==> src/rtl/osrld_pkg.sv <==
`timescale 1ns / 1ps

package osrld_pkg;

   // Widths of the stream and result fields.
   localparam int ByteWidth   = 8;
   localparam int ValueWidth  = 64;
   localparam int CountWidth  = 25;
   localparam int StatusWidth = 3;

   // Dictionary geometry.
   localparam int TableEntries   = 64;
   localparam int TableAddrWidth = $clog2(TableEntries);
   localparam int FillWidth      = 7;
   localparam int ShiftWidth     = 7;
   localparam int IndexWidth     = 6;

   // Token byte layout.
   localparam int ContinueBit = 7;
   localparam int IndexBit    = 6;
   localparam logic [IndexWidth-1:0] EscapeCode = 6'h3f;

   // Reset value of the element limit register.
   localparam logic [CountWidth-1:0] MaxElementsReset = CountWidth'(1 << 23);

   // Status codes on the final result.
   localparam logic [StatusWidth-1:0] StatusOk          = 3'd0;
   localparam logic [StatusWidth-1:0] StatusTableError  = 3'd1;
   localparam logic [StatusWidth-1:0] StatusEscapeError = 3'd2;
   localparam logic [StatusWidth-1:0] StatusTooMany     = 3'd3;
   localparam logic [StatusWidth-1:0] StatusMismatch    = 3'd4;

endpackage

==> src/rtl/osrld_req_if.sv <==
`timescale 1ns / 1ps

// Compressed byte stream channel.
interface osrld_req_if;
   logic                            valid;
   logic                            ready;
   logic [osrld_pkg::ByteWidth-1:0] in_byte;
   logic                            last_byte;

   modport source (output valid, output in_byte, output last_byte, input ready);
   modport sink   (input valid, input in_byte, input last_byte, output ready);
endinterface

==> src/rtl/osrld_rsp_if.sv <==
`timescale 1ns / 1ps

// Decoded run channel.
interface osrld_rsp_if;
   logic                              valid;
   logic                              ready;
   logic                              run_present;
   logic [osrld_pkg::ValueWidth-1:0]  run_value;
   logic [osrld_pkg::CountWidth-1:0]  run_length;
   logic                              is_final;
   logic [osrld_pkg::StatusWidth-1:0] status;

   modport source (output valid, output run_present, output run_value, output run_length,
                   output is_final, output status, input ready);
   modport sink   (input valid, input run_present, input run_value, input run_length,
                   input is_final, input status, output ready);
endinterface

==> src/rtl/osrld_csr_if.sv <==
`timescale 1ns / 1ps

// Element limit register write channel.
interface osrld_csr_if;
   logic                             valid;
   logic                             ready;
   logic [osrld_pkg::CountWidth-1:0] max_elements;

   modport source (output valid, output max_elements, input ready);
   modport sink   (input valid, input max_elements, output ready);
endinterface

==> src/rtl/one_span_run_length_decoder.sv <==
`timescale 1ns / 1ps

// A byte passes through the input stage register and then the result register. While a
// result waits there untaken, a byte is taken only into an empty input stage, where it waits.
// Throughput: one byte per cycle while results are taken without a stall.
// The single table memory read port is addressed at the byte transfer, so a token is decoded
// in one pass. Reset (synchronous, active high) returns the stream state to the header phase
// and the element limit to 1 << 23; table contents are undefined until written.
module one_span_run_length_decoder (
   input  logic           clock,
   input  logic           reset,
   osrld_req_if.sink      req_ch,
   osrld_rsp_if.source    rsp_ch,
   osrld_csr_if.sink      csr_ch
);

   typedef enum logic [3:0] {
      PhHeader = 4'b0001,
      PhTable  = 4'b0010,
      PhToken  = 4'b0100,
      PhEscape = 4'b1000
   } phase_type;

   // Configuration.
   logic [osrld_pkg::CountWidth-1:0] max_ff;

   // Input stage.
   logic                            s1_valid_ff;
   logic [osrld_pkg::ByteWidth-1:0] s1_byte_ff;
   logic                            s1_last_ff;
   logic [osrld_pkg::ValueWidth-1:0] rd_ff;

   // Dictionary memory.
   logic [osrld_pkg::ValueWidth-1:0] table_mem [osrld_pkg::TableEntries];
   logic                             mem_we;

   // Stream state.
   phase_type                          phase_ff, phase_in;
   logic [osrld_pkg::IndexWidth-1:0]   size_ff, size_in;
   logic [osrld_pkg::FillWidth-1:0]    fill_ff, fill_in;
   logic [osrld_pkg::ValueWidth-1:0]   acc_ff, acc_in;
   logic [osrld_pkg::ShiftWidth-1:0]   shift_ff, shift_in;
   logic                               span_ff, span_in;
   logic [osrld_pkg::CountWidth-1:0]   elem_ff, elem_in;
   logic [osrld_pkg::ValueWidth-1:0]   expected_ff, expected_in;
   logic [osrld_pkg::CountWidth-1:0]   bytes_ff, bytes_in;
   logic                               err_ff, err_in;
   logic [osrld_pkg::StatusWidth-1:0]  code_ff, code_in;

   // Result register.
   logic                              out_valid_ff;
   logic                              out_run_ff;
   logic [osrld_pkg::ValueWidth-1:0]  out_value_ff;
   logic [osrld_pkg::CountWidth-1:0]  out_length_ff;
   logic                              out_final_ff;
   logic [osrld_pkg::StatusWidth-1:0] out_status_ff;

   // Handshake control.
   logic out_free;
   logic process;
   logic req_xfer;

   // Decode signals.
   logic [osrld_pkg::IndexWidth-1:0]  low;
   logic [osrld_pkg::ValueWidth-1:0]  new_acc;
   logic                              feed_bad;
   logic                              feed_done;
   logic [osrld_pkg::ValueWidth-1:0]  tbl_value;
   logic                              dlv_en;
   logic                              dlv_one;
   logic [osrld_pkg::ValueWidth-1:0]  dlv_value;
   logic                              dlv_over;
   logic [osrld_pkg::CountWidth:0]    span_sum;
   logic                              run;
   logic [osrld_pkg::ValueWidth-1:0]  run_value;
   logic [osrld_pkg::CountWidth-1:0]  run_length;
   logic                              emit;

   assign out_free     = !out_valid_ff || rsp_ch.ready;
   assign process      = s1_valid_ff && out_free;
   assign req_ch.ready = !s1_valid_ff || out_free;
   assign req_xfer     = req_ch.valid && req_ch.ready;
   assign csr_ch.ready = 1'b1;

   // Configuration register write.
   always_ff @(posedge clock) begin
      if (reset) begin
         max_ff <= osrld_pkg::MaxElementsReset;
      end else if (csr_ch.valid) begin
         max_ff <= csr_ch.max_elements;
      end
   end

   // Input stage holds one byte until the result register can take its outcome.
   always_ff @(posedge clock) begin
      if (reset) begin
         s1_valid_ff <= 1'b0;
      end else if (req_xfer) begin
         s1_valid_ff <= 1'b1;
      end else if (process) begin
         s1_valid_ff <= 1'b0;
      end
   end

   always_ff @(posedge clock) begin
      if (req_xfer) begin
         s1_byte_ff <= req_ch.in_byte;
         s1_last_ff <= req_ch.last_byte;
      end
   end

   // Table memory: read at the byte transfer, written when an entry completes.
   always_ff @(posedge clock) begin
      if (req_xfer) begin
         rd_ff <= table_mem[req_ch.in_byte[osrld_pkg::TableAddrWidth-1:0]];
      end
   end

   always_ff @(posedge clock) begin
      if (mem_we) begin
         table_mem[fill_ff[osrld_pkg::TableAddrWidth-1:0]] <= new_acc;
      end
   end

   // Varint accumulation and token field extraction.
   assign low       = s1_byte_ff[osrld_pkg::IndexWidth-1:0];
   assign new_acc   = acc_ff | (osrld_pkg::ValueWidth'(s1_byte_ff[6:0]) << shift_ff);
   assign feed_bad  = (shift_ff >= osrld_pkg::ShiftWidth'(63) && s1_byte_ff >= 8'd2)
                   || (s1_byte_ff == '0 && shift_ff != '0);
   assign feed_done = !s1_byte_ff[osrld_pkg::ContinueBit];

   // Table lookup: the entry after the last one reads as the expected count.
   always_comb begin
      if (low < size_ff) begin
         if (7'(low) < 7'(osrld_pkg::TableEntries)) begin
            tbl_value = rd_ff;
         end else begin
            tbl_value = '0;
         end
      end else if (low == size_ff) begin
         tbl_value = expected_ff;
      end else begin
         tbl_value = '0;
      end
   end

   // One-pass decode of the byte in the input stage.
   always_comb begin
      phase_in    = phase_ff;
      size_in     = size_ff;
      fill_in     = fill_ff;
      acc_in      = acc_ff;
      shift_in    = shift_ff;
      span_in     = span_ff;
      elem_in     = elem_ff;
      expected_in = expected_ff;
      bytes_in    = bytes_ff;
      err_in      = err_ff;
      code_in     = code_ff;
      mem_we      = 1'b0;
      dlv_en      = 1'b0;
      dlv_one     = 1'b0;
      dlv_value   = '0;
      dlv_over    = 1'b0;
      span_sum    = '0;
      run         = 1'b0;
      run_value   = '0;
      run_length  = '0;

      // Compressed byte limit.
      if (!err_in) begin
         if (bytes_ff >= max_ff) begin
            err_in  = 1'b1;
            code_in = osrld_pkg::StatusTooMany;
         end else begin
            bytes_in = bytes_ff + 1'b1;
         end
      end

      if (!err_in) begin
         unique case (phase_ff)
            PhHeader: begin
               size_in  = low;
               fill_in  = '0;
               acc_in   = '0;
               shift_in = '0;
               phase_in = PhTable;
            end
            PhTable: begin
               if (feed_bad) begin
                  err_in  = 1'b1;
                  code_in = osrld_pkg::StatusTableError;
               end else if (feed_done) begin
                  if (fill_ff < osrld_pkg::FillWidth'(size_ff)) begin
                     mem_we   = process
                             && (fill_ff < osrld_pkg::FillWidth'(osrld_pkg::TableEntries));
                     fill_in  = fill_ff + 1'b1;
                     acc_in   = '0;
                     shift_in = '0;
                  end else begin
                     expected_in = new_acc;
                     if (new_acc[osrld_pkg::ValueWidth-1:osrld_pkg::CountWidth] != '0
                         || new_acc[osrld_pkg::CountWidth-1:0] > max_ff) begin
                        err_in  = 1'b1;
                        code_in = osrld_pkg::StatusTooMany;
                     end else begin
                        phase_in = PhToken;
                     end
                  end
               end else begin
                  acc_in   = new_acc;
                  shift_in = shift_ff + osrld_pkg::ShiftWidth'(7);
               end
            end
            PhToken: begin
               dlv_one = s1_byte_ff[osrld_pkg::ContinueBit];
               if (s1_byte_ff[osrld_pkg::IndexBit]) begin
                  dlv_en    = 1'b1;
                  dlv_value = tbl_value;
               end else if (low != osrld_pkg::EscapeCode) begin
                  dlv_en    = 1'b1;
                  dlv_value = osrld_pkg::ValueWidth'(low);
               end else begin
                  span_in  = dlv_one;
                  acc_in   = '0;
                  shift_in = '0;
                  phase_in = PhEscape;
               end
            end
            PhEscape: begin
               if (feed_bad) begin
                  err_in  = 1'b1;
                  code_in = osrld_pkg::StatusEscapeError;
               end else if (feed_done) begin
                  phase_in  = PhToken;
                  dlv_en    = 1'b1;
                  dlv_one   = span_ff;
                  dlv_value = new_acc;
                  span_in   = 1'b0;
               end else begin
                  acc_in   = new_acc;
                  shift_in = shift_ff + osrld_pkg::ShiftWidth'(7);
               end
            end
            default: begin
               phase_in = PhHeader;
            end
         endcase
      end

      // Deliver a span of ones or a plain value against the element limit.
      if (dlv_en) begin
         if (dlv_one) begin
            dlv_over = dlv_value[osrld_pkg::ValueWidth-1:osrld_pkg::CountWidth] != '0
                    || dlv_value[osrld_pkg::CountWidth-1:0] > max_ff;
            span_sum = {1'b0, dlv_value[osrld_pkg::CountWidth-1:0]} + {1'b0, elem_ff};
            if (dlv_over || span_sum > {1'b0, max_ff}) begin
               err_in  = 1'b1;
               code_in = osrld_pkg::StatusTooMany;
            end else begin
               elem_in = span_sum[osrld_pkg::CountWidth-1:0];
               if (dlv_value != '0) begin
                  run        = 1'b1;
                  run_value  = osrld_pkg::ValueWidth'(1);
                  run_length = dlv_value[osrld_pkg::CountWidth-1:0];
               end
            end
         end else begin
            if (elem_ff >= max_ff) begin
               err_in  = 1'b1;
               code_in = osrld_pkg::StatusTooMany;
            end else begin
               elem_in    = elem_ff + 1'b1;
               run        = 1'b1;
               run_value  = dlv_value;
               run_length = osrld_pkg::CountWidth'(1);
            end
         end
      end

      // End of stream checks.
      if (s1_last_ff && !err_in) begin
         if (phase_in == PhEscape) begin
            err_in  = 1'b1;
            code_in = osrld_pkg::StatusEscapeError;
         end else if (phase_in != PhToken) begin
            err_in  = 1'b1;
            code_in = osrld_pkg::StatusTableError;
         end else if (expected_in != osrld_pkg::ValueWidth'(elem_in)) begin
            err_in  = 1'b1;
            code_in = osrld_pkg::StatusMismatch;
         end
      end
   end

   assign emit = run || s1_last_ff;

   // Stream state registers; the last byte returns them to their reset values.
   always_ff @(posedge clock) begin
      if (reset) begin
         phase_ff    <= PhHeader;
         size_ff     <= '0;
         fill_ff     <= '0;
         acc_ff      <= '0;
         shift_ff    <= '0;
         span_ff     <= 1'b0;
         elem_ff     <= '0;
         expected_ff <= '0;
         bytes_ff    <= '0;
         err_ff      <= 1'b0;
         code_ff     <= osrld_pkg::StatusOk;
      end else if (process) begin
         if (s1_last_ff) begin
            phase_ff    <= PhHeader;
            size_ff     <= '0;
            fill_ff     <= '0;
            acc_ff      <= '0;
            shift_ff    <= '0;
            span_ff     <= 1'b0;
            elem_ff     <= '0;
            expected_ff <= '0;
            bytes_ff    <= '0;
            err_ff      <= 1'b0;
            code_ff     <= osrld_pkg::StatusOk;
         end else begin
            phase_ff    <= phase_in;
            size_ff     <= size_in;
            fill_ff     <= fill_in;
            acc_ff      <= acc_in;
            shift_ff    <= shift_in;
            span_ff     <= span_in;
            elem_ff     <= elem_in;
            expected_ff <= expected_in;
            bytes_ff    <= bytes_in;
            err_ff      <= err_in;
            code_ff     <= code_in;
         end
      end
   end

   // Result register.
   always_ff @(posedge clock) begin
      if (reset) begin
         out_valid_ff <= 1'b0;
      end else if (process && emit) begin
         out_valid_ff <= 1'b1;
      end else if (rsp_ch.ready) begin
         out_valid_ff <= 1'b0;
      end
   end

   always_ff @(posedge clock) begin
      if (process && emit) begin
         out_run_ff    <= run;
         out_value_ff  <= run_value;
         out_length_ff <= run_length;
         out_final_ff  <= s1_last_ff;
         out_status_ff <= (s1_last_ff && err_in) ? code_in : osrld_pkg::StatusOk;
      end
   end

   assign rsp_ch.valid       = out_valid_ff;
   assign rsp_ch.run_present = out_run_ff;
   assign rsp_ch.run_value   = out_value_ff;
   assign rsp_ch.run_length  = out_length_ff;
   assign rsp_ch.is_final    = out_final_ff;
   assign rsp_ch.status      = out_status_ff;

   // A final byte leaves the decoder ready for a new header with no error pending.
   a_final_clears : assert property (@(posedge clock) disable iff (reset)
      process && s1_last_ff |=> phase_ff == PhHeader && !err_ff && bytes_ff == '0)
      else $error("stream state not cleared after the final byte");

   // Status is only reported on the result that closes the stream.
   a_status_final : assert property (@(posedge clock) disable iff (reset)
      rsp_ch.valid && !rsp_ch.is_final |-> rsp_ch.status == osrld_pkg::StatusOk)
      else $error("nonzero status on a result that is not final");

   // A transferred run never has zero length.
   a_run_length : assert property (@(posedge clock) disable iff (reset)
      rsp_ch.valid && rsp_ch.run_present |-> rsp_ch.run_length != '0)
      else $error("run with zero length");

   // The table is written only while table entries are decoded.
   a_table_write : assert property (@(posedge clock) disable iff (reset)
      mem_we |-> process && phase_ff == PhTable && !err_ff)
      else $error("table write outside the table phase");

endmodule
==> src/flat_wrapper.sv <==
// flat-port wrapper written by rule: the top's interface ports become plain ports
module one_span_run_length_decoder_flat 
  (clock, reset, req_ch_valid, req_ch_in_byte, req_ch_last_byte, req_ch_ready, rsp_ch_valid, rsp_ch_run_present, rsp_ch_run_value, rsp_ch_run_length, rsp_ch_is_final, rsp_ch_status, rsp_ch_ready, csr_ch_valid, csr_ch_max_elements, csr_ch_ready);
  osrld_req_if req_ch_i ();
  osrld_rsp_if rsp_ch_i ();
  osrld_csr_if csr_ch_i ();
  input  logic clock;
  input  logic reset;
  input wire logic [$bits(req_ch_i.valid)-1:0] req_ch_valid;
  input wire logic [$bits(req_ch_i.in_byte)-1:0] req_ch_in_byte;
  input wire logic [$bits(req_ch_i.last_byte)-1:0] req_ch_last_byte;
  output wire logic [$bits(req_ch_i.ready)-1:0] req_ch_ready;
  output wire logic [$bits(rsp_ch_i.valid)-1:0] rsp_ch_valid;
  output wire logic [$bits(rsp_ch_i.run_present)-1:0] rsp_ch_run_present;
  output wire logic [$bits(rsp_ch_i.run_value)-1:0] rsp_ch_run_value;
  output wire logic [$bits(rsp_ch_i.run_length)-1:0] rsp_ch_run_length;
  output wire logic [$bits(rsp_ch_i.is_final)-1:0] rsp_ch_is_final;
  output wire logic [$bits(rsp_ch_i.status)-1:0] rsp_ch_status;
  input wire logic [$bits(rsp_ch_i.ready)-1:0] rsp_ch_ready;
  input wire logic [$bits(csr_ch_i.valid)-1:0] csr_ch_valid;
  input wire logic [$bits(csr_ch_i.max_elements)-1:0] csr_ch_max_elements;
  output wire logic [$bits(csr_ch_i.ready)-1:0] csr_ch_ready;
  assign req_ch_i.valid = req_ch_valid;
  assign req_ch_i.in_byte = req_ch_in_byte;
  assign req_ch_i.last_byte = req_ch_last_byte;
  assign req_ch_ready = req_ch_i.ready;
  assign rsp_ch_valid = rsp_ch_i.valid;
  assign rsp_ch_run_present = rsp_ch_i.run_present;
  assign rsp_ch_run_value = rsp_ch_i.run_value;
  assign rsp_ch_run_length = rsp_ch_i.run_length;
  assign rsp_ch_is_final = rsp_ch_i.is_final;
  assign rsp_ch_status = rsp_ch_i.status;
  assign rsp_ch_i.ready = rsp_ch_ready;
  assign csr_ch_i.valid = csr_ch_valid;
  assign csr_ch_i.max_elements = csr_ch_max_elements;
  assign csr_ch_ready = csr_ch_i.ready;
  one_span_run_length_decoder u_core (.clock(clock), .reset(reset), .req_ch(req_ch_i), .rsp_ch(rsp_ch_i), .csr_ch(csr_ch_i));
endmodule
==> config.mk <==
export PLATFORM = sky130hd
export DESIGN_NAME = one_span_run_length_decoder_flat
export DESIGN_NICKNAME = d
export VERILOG_FILES = /design/src/rtl/osrld_pkg.sv /design/src/rtl/osrld_req_if.sv /design/src/rtl/osrld_rsp_if.sv /design/src/rtl/osrld_csr_if.sv /design/src/rtl/one_span_run_length_decoder.sv /design/src/flat_wrapper.sv
export SDC_FILE = /design/constraint.sdc
export NUM_CORES = 2
export LEC_CHECK = 0
export BUFFER_PORTS_ARGS = -buffer_cell sky130_fd_sc_hd__buf_2
export CAP_MARGIN = 10
export CORE_ASPECT_RATIO = 1.75
export CORE_MARGIN = 5
export CORE_UTILIZATION = 55
export CTS_BUF_LIST = sky130_fd_sc_hd__clkbuf_4 sky130_fd_sc_hd__clkbuf_8
export DETAILED_ROUTE_END_ITERATION = 10
export PLACE_DENSITY = 0.71
export SYNTH_ARGS = -nofsm -noshare
export SYNTH_HDL_FRONTEND = slang
export SYNTH_SLANG_ARGS = --single-unit
==> constraint.sdc <==
create_clock -name clock -period 29.3 [get_ports clock]
set_input_delay 1.465 -clock clock [delete_from_list [all_inputs] [get_ports clock]]
set_output_delay 1.465 -clock clock [all_outputs]
set_load 0.01 [all_outputs]
# Word-level counts from Yosys, hierarchy flattened
# Memory sizes are Yosys's and may differ from the RTL's. A register that Yosys moved wholly into a read port is not among the register bits.
# Cells that the tools add are included.
# totals
register_bits,337
inputBits,39
out_inout_bits,97
wordCells,233
memories,1
ramBits,4096
# op_classes
n_lt_le_gt_ge,10
addsub,5
n_shift,1
n_eq_ne,21
reduce_logical,34
bitwise,1
n_mux,139
# memory_table
memory,words,width,rd,rd_clocked_by_memory_dff,wr,line,text
u_core.table_mem,64,64,1,1,1,one_span_run_length_decoder.sv:34,logic [osrld_pkg::ValueWidth-1:0] table_mem [osrld_pkg::TableEntries];
# ops
operator,count
$mux 64,24
$mux 25,11
$pmux 64 s4,1
$pmux 64 s2,1
$mux 7,14
$reduce_bool 39->1,2
$ne 64x25->1,1
$or 64x64->64,1
$reduce_bool 64->1,1
$shl 7x7->64,1
$mux 3,17
$add 25x1->25 const B,2
$ge 25x25->1,2
$gt 25x25->1,2
$mux 1,49
$mux 4,10
$pmux 7 s4,1
$add 25x25->26,1
$gt 26x25->1,1
$mux 6,4
$pmux 4 s4,1
$pmux 7 s2,1
$ne 3x2->1 const B,3
$ne 3x3->1 const B,3
other kinds (31),57

# Logic depth before layout (Yosys ltp)
# logic_depth
ltp_word,18
ltp_mapped,43
mapped_depth_nobuf,39

# Worst setup path before layout
# OpenSTA, ideal clock, no wires.
# synth_path
path_type,reg-to-reg
from,reg u_core.shift_ff[2] in the netlist's numbering
to,reg u_core.out_final_ff (netlist: u_core.rsp_ch.is_final) (enable)
path_slack_ps,18230
required_time_ps,28853
stages_incl_launch_ff,32
t_arrival_ps,10622
setup_ps,447
path_cell_list,dfxtp_1 -> buf_2 -> nor4_1 -> nand2_1 -> o21ai_0 -> a22o_1 -> nand2_1 -> inv_1 -> ha_1 -> o21ai_0 -> o21bai_1 -> o41ai_1 -> o21ai_0 -> a22oi_1 -> nand2b_1 -> a21oi_1 -> xor2_1 -> inv_1 -> ha_1 -> a21oi_1 -> o21ai_0 -> nor4_1 -> o21ai_0 -> a211o_1 -> a211oi_2 -> and2_1 -> buf_2 -> nand3_1 -> a21o_1 -> nand2_1 -> o21ai_0 -> inv_1
# synth_via
elab_chain_cells,14
# synth_lines
element,line,text
start: declaration,one_span_run_length_decoder.sv:42,"logic [osrld_pkg::ShiftWidth-1:0] shift_ff, shift_in;"
start signal: assignment,one_span_run_length_decoder.sv:330,shift_ff <= shift_in;
$shl 7x7->64 *,one_span_run_length_decoder.sv:127,assign new_acc = acc_ff | (osrld_pkg::ValueWidth'(s1_byte_ff[6:0]) << shift_ff);
$or 64x64->64 *,one_span_run_length_decoder.sv:127,
named net u_core.new_acc (one bit),one_span_run_length_decoder.sv:65,logic [osrld_pkg::ValueWidth-1:0] new_acc;
$mux 64 *,one_span_run_length_decoder.sv:234,end else if (feed_done) begin
$mux 64 *,one_span_run_length_decoder.sv:231,if (feed_bad) begin
$pmux 64 s2 *,one_span_run_length_decoder.sv:181,unique case (phase_ff)
$mux 64 *,one_span_run_length_decoder.sv:180,if (!err_in) begin
named net u_core.dlv_value (one bit),one_span_run_length_decoder.sv:71,logic [osrld_pkg::ValueWidth-1:0] dlv_value;
$add 25x25->26 / $gt 25x25->1 (equally long branches),"one_span_run_length_decoder.sv:256, one_span_run_length_decoder.sv:255",
$gt 26x25->1 / $logic_or 1x1->1 (equally long branches),"one_span_run_length_decoder.sv:257, one_span_run_length_decoder.sv:255",
$logic_or 1x1->1,one_span_run_length_decoder.sv:257,"if (dlv_over || span_sum > {1'b0, max_ff}) begin"
$mux 1 *,one_span_run_length_decoder.sv:257,
$mux 1 *,one_span_run_length_decoder.sv:253,if (dlv_one) begin
$mux 1 *,one_span_run_length_decoder.sv:252,if (dlv_en) begin
named net u_core.run,one_span_run_length_decoder.sv:74,logic run;
$logic_or 1x1->1 *,one_span_run_length_decoder.sv:296,assign emit = run || s1_last_ff;
$logic_and 1x1->1 *,one_span_run_length_decoder.sv:353,if (process && emit) begin
end signal: assignment,one_span_run_length_decoder.sv:357,out_final_ff <= s1_last_ff;
end: declaration,one_span_run_length_decoder.sv:55,logic out_final_ff;
# Mark *: on every way through the listed nets, which the timed path passes. The rest lies on a longest branch.
# A chain may end at the register's enable or synchronous reset.

# Final worst setup path
# layout_path
from,reg u_core.s1_byte_ff[6] in the netlist's numbering
to,"reg u_core.out_value_ff, in the netlist u_core.rsp_ch.run_value[46] (enable)"
# layout_via
elab_chain_cells,14
# layout_lines
element,line,text
start: declaration,one_span_run_length_decoder.sv:29,logic [osrld_pkg::ByteWidth-1:0] s1_byte_ff;
start signal: assignment,one_span_run_length_decoder.sv:107,s1_byte_ff <= req_ch.in_byte;
"$ge 8x2->1, or another cell as far along",one_span_run_length_decoder.sv:128,assign feed_bad = (shift_ff >= osrld_pkg::ShiftWidth'(63) && s1_byte_ff >= 8'd2)
"$logic_and 1x1->1, or another cell as far along",one_span_run_length_decoder.sv:128,
$logic_or 1x1->1 / $mux 64 (equally long branches),"one_span_run_length_decoder.sv:129, one_span_run_length_decoder.sv:234",
$mux 64,one_span_run_length_decoder.sv:231,
$pmux 64 s2 *,one_span_run_length_decoder.sv:181,
$mux 64 *,one_span_run_length_decoder.sv:180,
named net u_core.dlv_value (one bit),one_span_run_length_decoder.sv:71,
$add 25x25->26 / $gt 25x25->1 (equally long branches),"one_span_run_length_decoder.sv:256, one_span_run_length_decoder.sv:255",
$gt 26x25->1 / $logic_or 1x1->1 (equally long branches),"one_span_run_length_decoder.sv:257, one_span_run_length_decoder.sv:255",
$logic_or 1x1->1,one_span_run_length_decoder.sv:257,
$mux 1 *,one_span_run_length_decoder.sv:257,
$mux 1 *,one_span_run_length_decoder.sv:253,
$mux 1 *,one_span_run_length_decoder.sv:252,
named net u_core.run,one_span_run_length_decoder.sv:74,
$logic_or 1x1->1 *,one_span_run_length_decoder.sv:296,
$logic_and 1x1->1 *,one_span_run_length_decoder.sv:353,
end signal: assignment,one_span_run_length_decoder.sv:355,out_value_ff <= run_value;
end: declaration,one_span_run_length_decoder.sv:53,logic [osrld_pkg::ValueWidth-1:0] out_value_ff;
# Marks and branches as above.

==> results.toml <==
[synth]
yosysWarnings = 0
yosysSeqAreaShare_pct = 73.9
synthCells = 8774
synthesis.area_mm2 = 0.180
ys_dominant_reg_cell = "edfxtp_1"
ys_types = 97
synth_seq_cells = 4497
async_reset_ff_share_pct = 0
syn_nets = 8980
synth_edf_count = 4263
avgSynthCellArea_um2 = 20.5

[critical_path]
crit_arrival_ns = 12.68
critPathKind = "reg -> reg"
worst-r2r-setup-slack_ns = 17.31
slowest_delay_ns = 0.85
path_max_fanout = 79
crit_required_ns = 29.98
cp-end-kind = "flip-flop"
cp-start-kind = "flip-flop"
r2r_end = "u_core.rsp_ch.run_value[46]"
slowest_stage = "buf_4"
r2r_cells = 32
r2r_start = "u_core.s1_byte_ff[6]"

[cells_and_area]
fin_nets = 9580
stdcell_count = 14200
drive_above_1_share_pct = 29.7
final_common_cell = "edfxtp_1"
final_cell_area_mm2 = 0.199
fin_util_pct = 61.2
area_delta_synth_final_pct = 10.9
layout_common_cells = "edfxtp_1 (4263), mux4_2 (1346), clkbuf_8 (639)"

[sta]
finalSetupViolCount = 0
hold_slack_ns = 0.464
report.final.slew_viol_count = 0
period_needed_ns = 11.99
rsz0062_at_grt = "no"
tightestPinTransition_ns = 1.43
timing.final.crit_share_pct = 40.9
hold_viol = 0
maxSlewHeadroom_pct = 4.42
finClkSkew_ns = 0.0978
fin_tns_setup_ns = 0
max_freq_ghz = 0.0834

[route]
routedWlPerCell_um = 39.6
drc_errors = 0
wirelength_um = 562000
vias = 97400
ant_nets = 0
drt-initial-drc-count = 13800
viasPerCell = 6.87
drt_first_pass_iters = 10

[floorplanning]
io_pins = 136
die_area_mm2 = 0.339
coreArea_mm2 = 0.325
dieWidth_um = 442
rows = 277
die_h_um = 766
initial_core_util_pct = 55.2

[job]
max-cap-violations = 0

[power]
irDropWorstVdd_uv = 38.6
p_leak_nw = 64.7
p_per_area_mw_per_mm2 = 61.4

[clock_network]
post-cts-setup-buffer-count = 0
holdBufCountCts = 0
htreeDepth = 6
clk_latency_ns = 1.12
clk_pin_slew_ns = 0.07
clock-sinks = 4497
cts_resized = 0
numCtsBuffers = 619
cts_tree = "built"
cts-root-buf = "clkbuf_8"
cts_buffer_depth = 4

[worst_hold_path]
worstHoldStart = "u_core.acc_ff[34]"
hp-class = "reg -> reg"
min_to = "u_core.acc_ff[34]"
hold_path_depth = 2

[global_route]
overflow = 0
grt_pass1_wl_um = 774000
grt_pass1_vias = 98300
grt_util_all_layers_pct = 32.9
grt_start_max_net_pins = 150
antenna_found_initial = 28

[outcome]
status = "finished, final reports clean"

[place]
placed_cells = 13100
portBuffers = 134
dp_hpwl_um = 328000
place_area_mm2 = 0.187
routabilityCongestion = 0.989
[power breakdown]
group | internal [mW] | switching (mW)
Sequential | 7.01 | 0.0181
Combinational | 0.163 | 0.305
Clock | 2.39 | 2.33
Total | 9.56 | 2.66
[worst max-delay path, delay by kind of cell (launching register included)]
kind / cells / cell delay (ns)
compound gates: 11 / 3.66
buf+inv: 6 / 2.28
flops: 1 / 0.72
simple gates: 11 / 3.26
xor+xnor: 1 / 0.28
mux: 1 / 0.45
fa+ha+maj: 2 / 0.63
[registers in the layout, summed over array words and instances, names as in the netlist, 4 cells and up]
| register | cells |
|---|---|
| u_core.s1_byte_ff | 8 |
| u_core.acc_ff | 64 |
| u_core.size_ff | 6 |
| u_core.rsp_ch.run_value | 64 |
| u_core.rsp_ch.run_length | 25 |
| u_core.table_mem | 4096 |
| u_core.expected_ff | 64 |
| u_core.bytes_ff | 25 |
| u_core.phase_ff | 4 |
| u_core.rd_ff | 64 |
| u_core.max_ff | 25 |
| u_core.shift_ff | 7 |
| u_core.fill_ff | 7 |
| u_core.elem_ff | 25 |
[cells in the mapped netlist (15+ instances only)]
library cell | count | area (µm²)
a211oi_1 | 27 | 203
a21o_1 | 56 | 420
a21oi_1 | 318 | 1590
a22oi_1 | 81 | 608
a31oi_1 | 18 | 113
and2_1 | 17 | 106
and3_1 | 38 | 238
buf_1 | 97 | 364
buf_2 | 15 | 75.1
clkbuf_1 | 362 | 1360
dfxtp_1 | 234 | 4680
edfxtp_1 | 4263 | 128000
ha_1 | 166 | 2080
inv_1 | 114 | 428
mux2i_1 | 48 | 480
mux4_2 | 1346 | 30300
nand2_1 | 251 | 942
nand2b_1 | 20 | 125
nand3_1 | 107 | 536
nand4_1 | 49 | 307
nor2_1 | 515 | 1930
nor2b_1 | 22 | 138
nor3_1 | 55 | 275
nor4_1 | 38 | 238
o211ai_1 | 26 | 195
o21a_1 | 22 | 165
o21ai_0 | 114 | 571
o22ai_1 | 18 | 113
o31ai_1 | 15 | 113
or3_1 | 16 | 100
xnor2_1 | 31 | 272
xor2_1 | 28 | 245
[logic make-up after synthesis]
kind of cell / count (synthesis) / synth area share [%]
XOR/XNOR: 59 / 0.288
buffers and inverters: 597 / 1.28
adder cells (fa/ha/maj): 167 / 1.17
multiplexers: 1410 / 17.3
AND/OR/NAND/NOR: 1208 / 3.12
flip-flops: 4497 / 73.9
AO/OA/AOI/OAI: 835 / 2.99
other: 1 / 0.00209
[through the flow]
stage / power (mW) / worst slack (ns)
3_5_place_dp: 7.63 / 17.46
4_1_cts: 12.3 / 17.37
2_1_floorplan: 7.46 / 18.23
6_report: 12.2 / 17.31
3_3_place_gp: 7.63 / 17.68
5_1_grt: 12.6 / 16.78
[how the worst max path moves through the flow]
stage          depth (start not counted)                           to                  from
2_1_floorplan                         31       u_core.rsp_ch.is_final    u_core.shift_ff[2]
3_3_place_gp                          32  u_core.rsp_ch.run_value[57]  u_core.s1_byte_ff[6]
3_5_place_dp                          32  u_core.rsp_ch.run_value[56]  u_core.s1_byte_ff[6]
4_1_cts                               32  u_core.rsp_ch.run_value[31]  u_core.s1_byte_ff[6]
5_1_grt                               32  u_core.rsp_ch.run_value[46]  u_core.s1_byte_ff[6]
6_report                              32  u_core.rsp_ch.run_value[46]  u_core.s1_byte_ff[6]
[layer usage]
metal	track usage, %	wire, µm
met1	40.4	186000
met2	54.7	280000
met3	6.73	56600
met4	19.0	39800
met5	0	27
[layout make-up]
class / count / area (µm²)
Sequential cell: 4497 / 133000
Fill cell: 22600 / 126000
Multi-Input combinational cell: 3680 / 45400
Clock buffer: 826 / 10200
Tap cell: 4324 / 5410
Timing Repair Buffer: 460 / 3330
Clock inverter: 261 / 1620
Inverter: 116 / 438
Antenna cell: 17 / 42.5
(Power assumes the default switching activity.)
